$ cat config.mk
export PLATFORM = sky130hd
export DESIGN_NAME = feeder_jam_recovery_heat_gate_flat
export DESIGN_NICKNAME = d
export VERILOG_FILES = /design/src/rtl/fjhg_pkg.sv /design/src/rtl/fjhg_if.sv /design/src/rtl/feeder_jam_recovery_heat_gate.sv /design/src/rtl/fjhg_fire_gate.sv /design/src/rtl/fjhg_jam_seq.sv /design/src/flat_wrapper.sv
export SDC_FILE = /design/constraint.sdc
export NUM_CORES = 1
export LEC_CHECK = 0
export BUFFER_PORTS_ARGS = -buffer_cell sky130_fd_sc_hd__buf_2
export CORE_MARGIN = 2
export CORE_UTILIZATION = 50
export CTS_CLUSTER_DIAMETER = 200
export DETAILED_ROUTE_END_ITERATION = 6
export HOLD_SLACK_MARGIN = 0.15
export PLACE_DENSITY = 0.68
export SLEW_MARGIN = 20
export SYNTH_ARGS = -nofsm -noshare
export SYNTH_HDL_FRONTEND = slang
export SYNTH_SLANG_ARGS = --single-unit
$ cat constraint.sdc
create_clock -name clk -period 7 [get_ports clk]
set_input_delay 1.05 -clock clk [delete_from_list [all_inputs] [get_ports clk]]
set_output_delay 1.05 -clock clk [all_outputs]
set_load 0.01 [all_outputs]
$ cat src/rtl/fjhg_pkg.sv
// Shared types and constants for the feeder jam recovery / heat gate block.
// No dependencies; the other files, apart from fjhg_if, refer to this package by scoped names.

package fjhg_pkg;

	// switch position codes
	localparam logic [1:0] SW_UP   = 2'd0;
	localparam logic [1:0] SW_MID  = 2'd1;
	localparam logic [1:0] SW_DOWN = 2'd2;

	// feeder command codes
	localparam logic [1:0] DIR_STOP = 2'd0;
	localparam logic [1:0] DIR_FWD  = 2'd1;
	localparam logic [1:0] DIR_REV  = 2'd2;

	// configuration register indexes
	localparam logic [1:0] CFG_COOLDOWN_TICKS  = 2'd0;
	localparam logic [1:0] CFG_HEAT_LIMIT      = 2'd1;
	localparam logic [1:0] CFG_FEEDER_SPEED    = 2'd2;
	localparam logic [1:0] CFG_STILL_THRESHOLD = 2'd3;

	// register reset values
	localparam logic [13:0] RST_COOLDOWN_TICKS  = 14'd200;
	localparam logic [15:0] RST_HEAT_LIMIT      = 16'd250;
	localparam logic [14:0] RST_FEEDER_SPEED    = 15'd20;
	localparam logic [15:0] RST_STILL_THRESHOLD = 16'd503;

	// state reset values
	localparam logic [13:0]        RST_COOLDOWN_COUNT = 14'd10;
	localparam logic signed [31:0] RST_PRIOR_POS      = 32'sd6554;

	// sequence limits
	localparam logic [13:0] COOL_CEIL   = 14'd10000;
	localparam logic [2:0]  STILL_TICKS = 3'd3;
	localparam logic [6:0]  BACK_END    = 7'd50;
	localparam logic [6:0]  RECOVER_END = 7'd100;

	typedef struct packed {
		logic [13:0] cooldown_ticks;
		logic [15:0] heat_limit;
		logic [14:0] feeder_speed;
		logic [15:0] still_threshold;
	} cfg_t;

	typedef struct packed {
		logic [1:0]        right_switch;
		logic [1:0]        left_switch;
		logic              aim_lock;
		logic [15:0]       heat;
		logic signed [31:0] motor_pos;
	} sensor_t;

	// feeder sequencer result for one tick
	typedef struct packed {
		logic [1:0] dir;
		logic       jam;
	} jam_out_t;

endpackage

$ cat src/rtl/fjhg_if.sv
// Valid/ready channel interfaces: sensor beats in, drive commands out.
// Standalone; no package dependency.

interface fjhg_sensor_if;
	logic               valid;
	logic               ready;
	logic [1:0]         right_switch;
	logic [1:0]         left_switch;
	logic               aim_lock;
	logic [15:0]        heat;
	logic signed [31:0] motor_pos;

	modport source(output valid, right_switch, left_switch, aim_lock, heat, motor_pos,
		input ready);
	modport sink(input valid, right_switch, left_switch, aim_lock, heat, motor_pos,
		output ready);
endinterface

interface fjhg_drive_if;
	logic               valid;
	logic               ready;
	logic [1:0]         feed_dir;
	logic signed [15:0] feeder_speed_cmd;
	logic               fire_enabled;
	logic               jam_active;

	modport source(output valid, feed_dir, feeder_speed_cmd, fire_enabled, jam_active,
		input ready);
	modport sink(input valid, feed_dir, feeder_speed_cmd, fire_enabled, jam_active,
		output ready);
endinterface

$ cat src/rtl/feeder_jam_recovery_heat_gate.sv
// Top level: config registers, input stage, fire gate, jam sequencer, result register.
// Depends on fjhg_pkg, fjhg_if, fjhg_fire_gate, fjhg_jam_seq.
//
//  channel  dir  handshake      payload
//  sensor   in   valid/ready    right_switch, left_switch, aim_lock, heat, motor_pos
//  drive    out  valid/ready    feed_dir, feeder_speed_cmd, fire_enabled, jam_active
//  cfg      in   cfg_we         cfg_index, cfg_data
//
// One beat per cycle while drive is not stalled; a sensor beat accepted on
// sensor passes through the input register, then the result register, and
// leaves on drive from there. State updates as the beat moves from
// the input register into the result register. While drive is stalled the input
// register still takes one more beat. Reset is asynchronous, active low, and
// loads the register defaults and the initial tick state.

module feeder_jam_recovery_heat_gate (
	input  logic                 clk,
	input  logic                 arst_n,
	fjhg_sensor_if.sink          sensor,
	fjhg_drive_if.source         drive,
	input  logic                 cfg_we,
	input  logic [1:0]           cfg_index,
	input  logic [15:0]          cfg_data
);

	fjhg_pkg::cfg_t     cfg_q;
	fjhg_pkg::sensor_t  item_s1;
	logic               valid_s1;
	logic               advance;
	logic               step;
	logic               fire;
	fjhg_pkg::jam_out_t jres;

	logic               out_valid_q;
	logic [1:0]         dir_q;
	logic signed [15:0] speed_q;
	logic               fire_q;
	logic               jam_q;
	logic signed [15:0] speed_n;

	// configuration write port
	always_ff @(posedge clk or negedge arst_n) begin
		if (!arst_n) begin
			cfg_q.cooldown_ticks  <= fjhg_pkg::RST_COOLDOWN_TICKS;
			cfg_q.heat_limit      <= fjhg_pkg::RST_HEAT_LIMIT;
			cfg_q.feeder_speed    <= fjhg_pkg::RST_FEEDER_SPEED;
			cfg_q.still_threshold <= fjhg_pkg::RST_STILL_THRESHOLD;
		end else if (cfg_we) begin
			case (cfg_index)
				fjhg_pkg::CFG_COOLDOWN_TICKS:  cfg_q.cooldown_ticks  <= cfg_data[13:0];
				fjhg_pkg::CFG_HEAT_LIMIT:      cfg_q.heat_limit      <= cfg_data;
				fjhg_pkg::CFG_FEEDER_SPEED:    cfg_q.feeder_speed    <= cfg_data[14:0];
				fjhg_pkg::CFG_STILL_THRESHOLD: cfg_q.still_threshold <= cfg_data;
				default: ;
			endcase
		end
	end

	// pipeline flow control
	assign advance      = !out_valid_q || drive.ready;
	assign step         = valid_s1 && advance;
	assign sensor.ready = !valid_s1 || advance;

	// input register
	always_ff @(posedge clk or negedge arst_n) begin
		if (!arst_n) begin
			valid_s1 <= 1'b0;
		end else if (sensor.ready) begin
			valid_s1 <= sensor.valid;
		end
	end

	always_ff @(posedge clk) begin
		if (sensor.valid && sensor.ready) begin
			item_s1.right_switch <= sensor.right_switch;
			item_s1.left_switch  <= sensor.left_switch;
			item_s1.aim_lock     <= sensor.aim_lock;
			item_s1.heat         <= sensor.heat;
			item_s1.motor_pos    <= sensor.motor_pos;
		end
	end

	fjhg_fire_gate u_fire_gate (
		.clk    (clk),
		.arst_n (arst_n),
		.step   (step),
		.item   (item_s1),
		.cfg    (cfg_q),
		.fire   (fire)
	);

	fjhg_jam_seq u_jam_seq (
		.clk             (clk),
		.arst_n          (arst_n),
		.step            (step),
		.fire            (fire),
		.motor_pos       (item_s1.motor_pos),
		.still_threshold (cfg_q.still_threshold),
		.res             (jres)
	);

	// signed speed from the command
	always_comb begin
		case (jres.dir)
			fjhg_pkg::DIR_FWD: speed_n = $signed({1'b0, cfg_q.feeder_speed});
			fjhg_pkg::DIR_REV: speed_n = -$signed({1'b0, cfg_q.feeder_speed});
			default:           speed_n = '0;
		endcase
	end

	// result register
	always_ff @(posedge clk or negedge arst_n) begin
		if (!arst_n) begin
			out_valid_q <= 1'b0;
		end else if (advance) begin
			out_valid_q <= valid_s1;
		end
	end

	always_ff @(posedge clk) begin
		if (step) begin
			dir_q   <= jres.dir;
			speed_q <= speed_n;
			fire_q  <= fire;
			jam_q   <= jres.jam;
		end
	end

	assign drive.valid            = out_valid_q;
	assign drive.feed_dir         = dir_q;
	assign drive.feeder_speed_cmd = speed_q;
	assign drive.fire_enabled     = fire_q;
	assign drive.jam_active       = jam_q;

endmodule

$ cat src/rtl/fjhg_fire_gate.sv
// Fire enable: mode switch decode and heat/cooldown gate, with its state.
// Depends on fjhg_pkg.

module fjhg_fire_gate (
	input  logic                clk,
	input  logic                arst_n,
	input  logic                step,
	input  fjhg_pkg::sensor_t   item,
	input  fjhg_pkg::cfg_t      cfg,
	output logic                fire
);

	logic        fire_q;
	logic [13:0] cool_q;
	logic        fire_n;
	logic [13:0] cool_n;

	// mode decode, then the heat gate in priority order
	always_comb begin
		logic        gate;
		logic [13:0] c;
		gate   = 1'b0;
		fire_n = fire_q;
		cool_n = cool_q;
		c      = cool_q;
		case (item.right_switch)
			fjhg_pkg::SW_MID: begin
				fire_n = 1'b0;
			end
			fjhg_pkg::SW_DOWN: begin
				fire_n = (item.left_switch == fjhg_pkg::SW_DOWN);
				gate   = 1'b1;
			end
			fjhg_pkg::SW_UP: begin
				case (item.left_switch)
					fjhg_pkg::SW_DOWN, fjhg_pkg::SW_MID: begin
						fire_n = 1'b0;
					end
					fjhg_pkg::SW_UP: begin
						fire_n = item.aim_lock;
						gate   = 1'b1;
					end
					default: ; // unused code: hold
				endcase
			end
			default: ; // unused code: hold
		endcase

		if (gate) begin
			if (item.heat > cfg.heat_limit) begin
				fire_n = 1'b0;
				c      = '0;
			end
			if (item.heat == 16'd0)
				c = cfg.cooldown_ticks;
			if (c < cfg.cooldown_ticks) begin
				fire_n = 1'b0;
				c      = c + 14'd1;
			end else if (c > fjhg_pkg::COOL_CEIL) begin
				c = cfg.cooldown_ticks;
			end
			cool_n = c;
		end
	end

	always_ff @(posedge clk or negedge arst_n) begin
		if (!arst_n) begin
			fire_q <= 1'b0;
			cool_q <= fjhg_pkg::RST_COOLDOWN_COUNT;
		end else if (step) begin
			fire_q <= fire_n;
			cool_q <= cool_n;
		end
	end

	assign fire = fire_n;

endmodule

$ cat src/rtl/fjhg_jam_seq.sv
// Feeder command and jam recovery sequencer with stall detection.
// Depends on fjhg_pkg.

module fjhg_jam_seq (
	input  logic                 clk,
	input  logic                 arst_n,
	input  logic                 step,
	input  logic                 fire,
	input  logic signed [31:0]   motor_pos,
	input  logic [15:0]          still_threshold,
	output fjhg_pkg::jam_out_t   res
);

	logic               jam_q;
	logic [6:0]         rec_q;
	logic [2:0]         still_q;
	logic signed [31:0] prior_q;
	logic [1:0]         held_q;

	logic               jam_n;
	logic [6:0]         rec_n;
	logic [2:0]         still_n;
	logic [1:0]         dir;

	logic signed [32:0] diff;
	logic [32:0]        mag;
	logic               stalled;

	// exact 33-bit position step and its magnitude
	assign diff    = {motor_pos[31], motor_pos} - {prior_q[31], prior_q};
	assign mag     = diff[32] ? 33'(-diff) : 33'(diff);
	assign stalled = (mag < {17'd0, still_threshold});

	always_comb begin
		logic [6:0] r;
		logic [2:0] s;
		dir     = fjhg_pkg::DIR_STOP;
		jam_n   = jam_q;
		rec_n   = rec_q;
		still_n = still_q;
		r       = rec_q + 7'd1;
		s       = still_q + 3'd1;
		if (fire) begin
			// recovery step
			if (!jam_q) begin
				dir = fjhg_pkg::DIR_FWD;
			end else if (r < fjhg_pkg::BACK_END) begin
				dir   = fjhg_pkg::DIR_REV;
				rec_n = r;
			end else if (r < fjhg_pkg::RECOVER_END) begin
				dir   = fjhg_pkg::DIR_FWD;
				rec_n = r;
			end else begin
				// recovery done: repeat last command
				dir   = held_q;
				rec_n = '0;
				jam_n = 1'b0;
			end
			// stall check against the post-recovery jam flag
			if (stalled && !jam_n) begin
				if (s > fjhg_pkg::STILL_TICKS) begin
					jam_n   = 1'b1;
					still_n = '0;
				end else begin
					still_n = s;
				end
			end else begin
				still_n = '0;
			end
		end
	end

	always_ff @(posedge clk or negedge arst_n) begin
		if (!arst_n) begin
			jam_q   <= 1'b0;
			rec_q   <= '0;
			still_q <= '0;
			prior_q <= fjhg_pkg::RST_PRIOR_POS;
			held_q  <= fjhg_pkg::DIR_STOP;
		end else if (step) begin
			jam_q   <= jam_n;
			rec_q   <= rec_n;
			still_q <= still_n;
			prior_q <= motor_pos;
			held_q  <= dir;
		end
	end

	assign res.dir = dir;
	assign res.jam = jam_n;

endmodule
$ cat src/flat_wrapper.sv
// flat-port wrapper written by rule: the top's interface ports become plain ports
module feeder_jam_recovery_heat_gate_flat 
  (clk, arst_n, cfg_we, cfg_index, cfg_data, sensor_valid, sensor_right_switch, sensor_left_switch, sensor_aim_lock, sensor_heat, sensor_motor_pos, sensor_ready, drive_valid, drive_feed_dir, drive_feeder_speed_cmd, drive_fire_enabled, drive_jam_active, drive_ready);
  fjhg_sensor_if sensor_i ();
  fjhg_drive_if drive_i ();
  input  logic clk;
  input  logic arst_n;
  input  logic cfg_we;
  input  logic [1:0] cfg_index;
  input  logic [15:0] cfg_data;
  input wire logic [$bits(sensor_i.valid)-1:0] sensor_valid;
  input wire logic [$bits(sensor_i.right_switch)-1:0] sensor_right_switch;
  input wire logic [$bits(sensor_i.left_switch)-1:0] sensor_left_switch;
  input wire logic [$bits(sensor_i.aim_lock)-1:0] sensor_aim_lock;
  input wire logic [$bits(sensor_i.heat)-1:0] sensor_heat;
  input wire logic [$bits(sensor_i.motor_pos)-1:0] sensor_motor_pos;
  output wire logic [$bits(sensor_i.ready)-1:0] sensor_ready;
  output wire logic [$bits(drive_i.valid)-1:0] drive_valid;
  output wire logic [$bits(drive_i.feed_dir)-1:0] drive_feed_dir;
  output wire logic [$bits(drive_i.feeder_speed_cmd)-1:0] drive_feeder_speed_cmd;
  output wire logic [$bits(drive_i.fire_enabled)-1:0] drive_fire_enabled;
  output wire logic [$bits(drive_i.jam_active)-1:0] drive_jam_active;
  input wire logic [$bits(drive_i.ready)-1:0] drive_ready;
  assign sensor_i.valid = sensor_valid;
  assign sensor_i.right_switch = sensor_right_switch;
  assign sensor_i.left_switch = sensor_left_switch;
  assign sensor_i.aim_lock = sensor_aim_lock;
  assign sensor_i.heat = sensor_heat;
  assign sensor_i.motor_pos = sensor_motor_pos;
  assign sensor_ready = sensor_i.ready;
  assign drive_valid = drive_i.valid;
  assign drive_feed_dir = drive_i.feed_dir;
  assign drive_feeder_speed_cmd = drive_i.feeder_speed_cmd;
  assign drive_fire_enabled = drive_i.fire_enabled;
  assign drive_jam_active = drive_i.jam_active;
  assign drive_i.ready = drive_ready;
  feeder_jam_recovery_heat_gate u_core (.clk(clk), .arst_n(arst_n), .sensor(sensor_i), .drive(drive_i), .cfg_we(cfg_we), .cfg_index(cfg_index), .cfg_data(cfg_data));
endmodule
==> run summary <==
share of post-route cells with drive strength above 1 - 0.1789
fillers - 2125
leakage - 5.901 nW
final hold vios - 0
total global routing overflow - 0
placed cell area - 13200 um^2
worst vdd ir - 142.2 uV
async set-or-reset flop fraction in the synthesized netlist - 0.6276
final wirelength - 29620 um
Min-Delay Path Class - reg -> reg
GRT Util Overall - 0.2314
status - finished clean
first-pass GRT wire length - 48850 um
core area - 24320 um^2
clk slew on worst S/H paths - 90 ps
Setup Crit Path Kind - reg -> reg
Slew Limit Fails - 0
clock skew - 16.19 ps
Reg2Reg Depth - 28
MaxCap Viol Count - 0
DP HPWL - 21810 um
Syn Std Cell Area - 12360 um^2
RSZ-0062 raised after global routing - false
Endpoint, Worst Hold - u_core.u_fire_gate.cool_q[3]$_DFFE_PN1P_
Post-synth EDFFs - 73
Fin Hold WS - 488.2 ps
Top Ports - 98
top post-synthesis cells by area - dfrtp_1 19%, edfxtp_1 18%, ha_1 8.6%, dfstp_2 6.0%, o21ai_0 5.5%
Yosys top cell area share - 0.1924
chip width - 161.2 um
Clock Latency Late Sink - 450 ps
vias - 10210
Power Density - 275.1 nW/um^2
crit path max-delay cell type - dfstp_2
FF-to-FF Start - u_core.cfg_q[32]$_DFFE_PN1P_
CTS buffer count - 17
synth warn - 0
CP Launch Type - flop
# hold bufs at CTS - 0
Seq cells post-synth - 196
CTS Sinks - 196
most used standard cell by instance count after synthesis - nand2_1
Worst Setup End Kind - flop
Least-Margin Pin Slew - 974.4 ps
drt wl/cell - 17.04 um
fin area - 13850 um^2
antenna violations before repair - 1
Root Buffer - clkbuf_16
Syn Inst Count - 1310
crit path time final - 5977 ps
Final Cycle Share - 0.8539
sum of negative setup slack - 0 ps
FMAX - 0.1673 GHz
Initial Util - 0.5081
die area - 25990 um^2
DR pass1 iterations - 5
port bufs - 97
Synth Flop Type - dfrtp_1
largest net degree at the start of global routing - 78
post_cts resized - 0
min-delay src - u_core.u_fire_gate.cool_q[3]$_DFFE_PN1P_
Synth-to-Final Area Change - 12.12%
# DRC - 0
chip height - 161.2 um
Worst Path Required - 7190 ps
Max Root-Sink Buffers - 2
Slew headroom - 0.3336
R2R setup slack - 1020 ps
Nets - 1563
worst reg2reg endpoint - u_core.drive.feeder_speed_cmd[6]$_DFFE_PP_
sequential area share after synthesis - 0.4293
top cell type by total area after synthesis - dfrtp_1
Max stage delay on crit path - 530 ps
ANT cells - 0
CTS tree - done
Post-CTS Setup Inserts - 0
GP Congestion - 0.9121
setup violators final - 0
vias per cell - 5.872
Cell Rows - 57
critical path fanouts, max - 16
vias in the first global route - 9948
Synth Area per Inst - 9.433 um^2
most used cell, CP - o21a_1
antenna viol nets, final - 0
H-tree depth - 4
hold path depth - 2
Pwr Total - 3.811 mW
Syn Nets - 1472
critical path data arrival time - 6170 ps
Yosys cell types - 79
DR iter-0 viols - 706
most frequent cells after synthesis - 154 x nand2_1, 136 x o21ai_0, 102 x inv_1
logic make-up (layout without fill, tap and decap cells):
kind of cell             Yosys count  count (layout)  share of synthesized area
AO/OA/AOI/OAI                    361             361                     0.1875
buffers and inverters            142             246                    0.04354
flip-flops                       196             196                     0.4293
adder cells (fa/ha/maj)           86              86                    0.08769
AND/OR/NAND/NOR                  431             431                     0.1748
XOR/XNOR                          39              39                    0.02764
multiplexers                      55              55                    0.04951
where the power goes:
part	internal (mW)	switching, mW	total [mW]
registers	1.35	0.0861	1.44
logic	0.522	0.804	1.33
clock network	0.507	0.539	1.05
layer usage:
layer	wire length (um)	global-route usage
met5	0	0
met4	574	0.07102
met3	1231	0.03390
met2	14300	0.3970
met1	13510	0.3047
state kept, by name (all words and copies together) (netlist names):
name	flops
u_core.drive.valid	1
u_core.u_jam_seq.still_q	3
u_core.drive.jam_active	1
u_core.u_jam_seq.rec_q	7
u_core.u_jam_seq.held_q	2
u_core.cfg_q	61
u_core.drive.feeder_speed_cmd	16
u_core.u_fire_gate.cool_q	14
u_core.u_jam_seq.prior_q	32
u_core.item_s1	53
u_core.drive.feed_dir	2
u_core.valid_s1	1
u_core.drive.fire_enabled	1
u_core.u_jam_seq.jam_q	1
u_core.u_fire_gate.fire_q	1
layout by cell type, fill, tap and decap left out, types with 5 or more instances in the layout:
master	n
mux2_2	49
xnor2_1	26
nor3_1	26
a21o_1	25
a31oi_1	14
a2111oi_0	5
nand4_1	22
dfstp_2	28
o31ai_1	19
o22ai_1	5
buf_2	96
o211ai_1	7
mux2i_1	6
dfrtp_1	95
and2_1	9
nor2b_1	13
inv_12	6
nor2_1	73
o221ai_1	5
buf_4	14
nand2b_1	12
nand3_1	36
nand2_1	154
or3_1	13
nand3b_1	6
nor4_1	15
and3_1	11
o21a_1	13
a211oi_1	8
or2_2	8
clkbuf_16	17
a22oi_1	5
xor2_1	13
inv_1	102
edfxtp_1	73
a21oi_1	63
ha_1	85
o21ai_0	136
how the worst max path moves through the flow:
stage                                       from                                           to  cells past startpoint
floorplan           u_core.cfg_q[32]$_DFFE_PN1P_   u_core.drive.feeder_speed_cmd[4]$_DFFE_PP_                     29
global placement    u_core.cfg_q[32]$_DFFE_PN1P_   u_core.drive.feeder_speed_cmd[5]$_DFFE_PP_                     30
detailed placement  u_core.cfg_q[32]$_DFFE_PN1P_  u_core.drive.feeder_speed_cmd[10]$_DFFE_PP_                     28
CTS                 u_core.cfg_q[32]$_DFFE_PN1P_  u_core.drive.feeder_speed_cmd[10]$_DFFE_PP_                     28
global route        u_core.cfg_q[32]$_DFFE_PN1P_  u_core.drive.feeder_speed_cmd[10]$_DFFE_PP_                     28
finish              u_core.cfg_q[32]$_DFFE_PN1P_   u_core.drive.feeder_speed_cmd[6]$_DFFE_PP_                     28
layout make-up:
cell class | instances | area (um^2) | area share
Multi-Input combinational cell | 972 | 6520 | 0.4706
Clock inverter | 15 | 219.0 | 0.01580
Inverter | 103 | 386.6 | 0.02791
Tap cell | 324 | 405.4 | 0.02926
Clock buffer | 17 | 425.4 | 0.03071
Timing Repair Buffer | 111 | 593.1 | 0.04281
Sequential cell | 196 | 5305 | 0.3829
metrics by stage:
step             util  setup slack (ps)  instances
6_report       0.5697              1023       1738
5_1_grt        0.5697             563.3       1738
4_1_cts        0.5694              1064       1737
3_5_place_dp   0.5429              1068       1705
3_3_place_gp   0.5429              1230       1705
2_1_floorplan       -              1381       1310
critical path: cells and delay by family (launching register included):
family          cells  cell delay, ps
simple gates        9            1490
buf+inv             3             480
compound gates     13            2300
flops               1             530
fa+ha+maj           3             910
(Power assumes the default switching activity.)
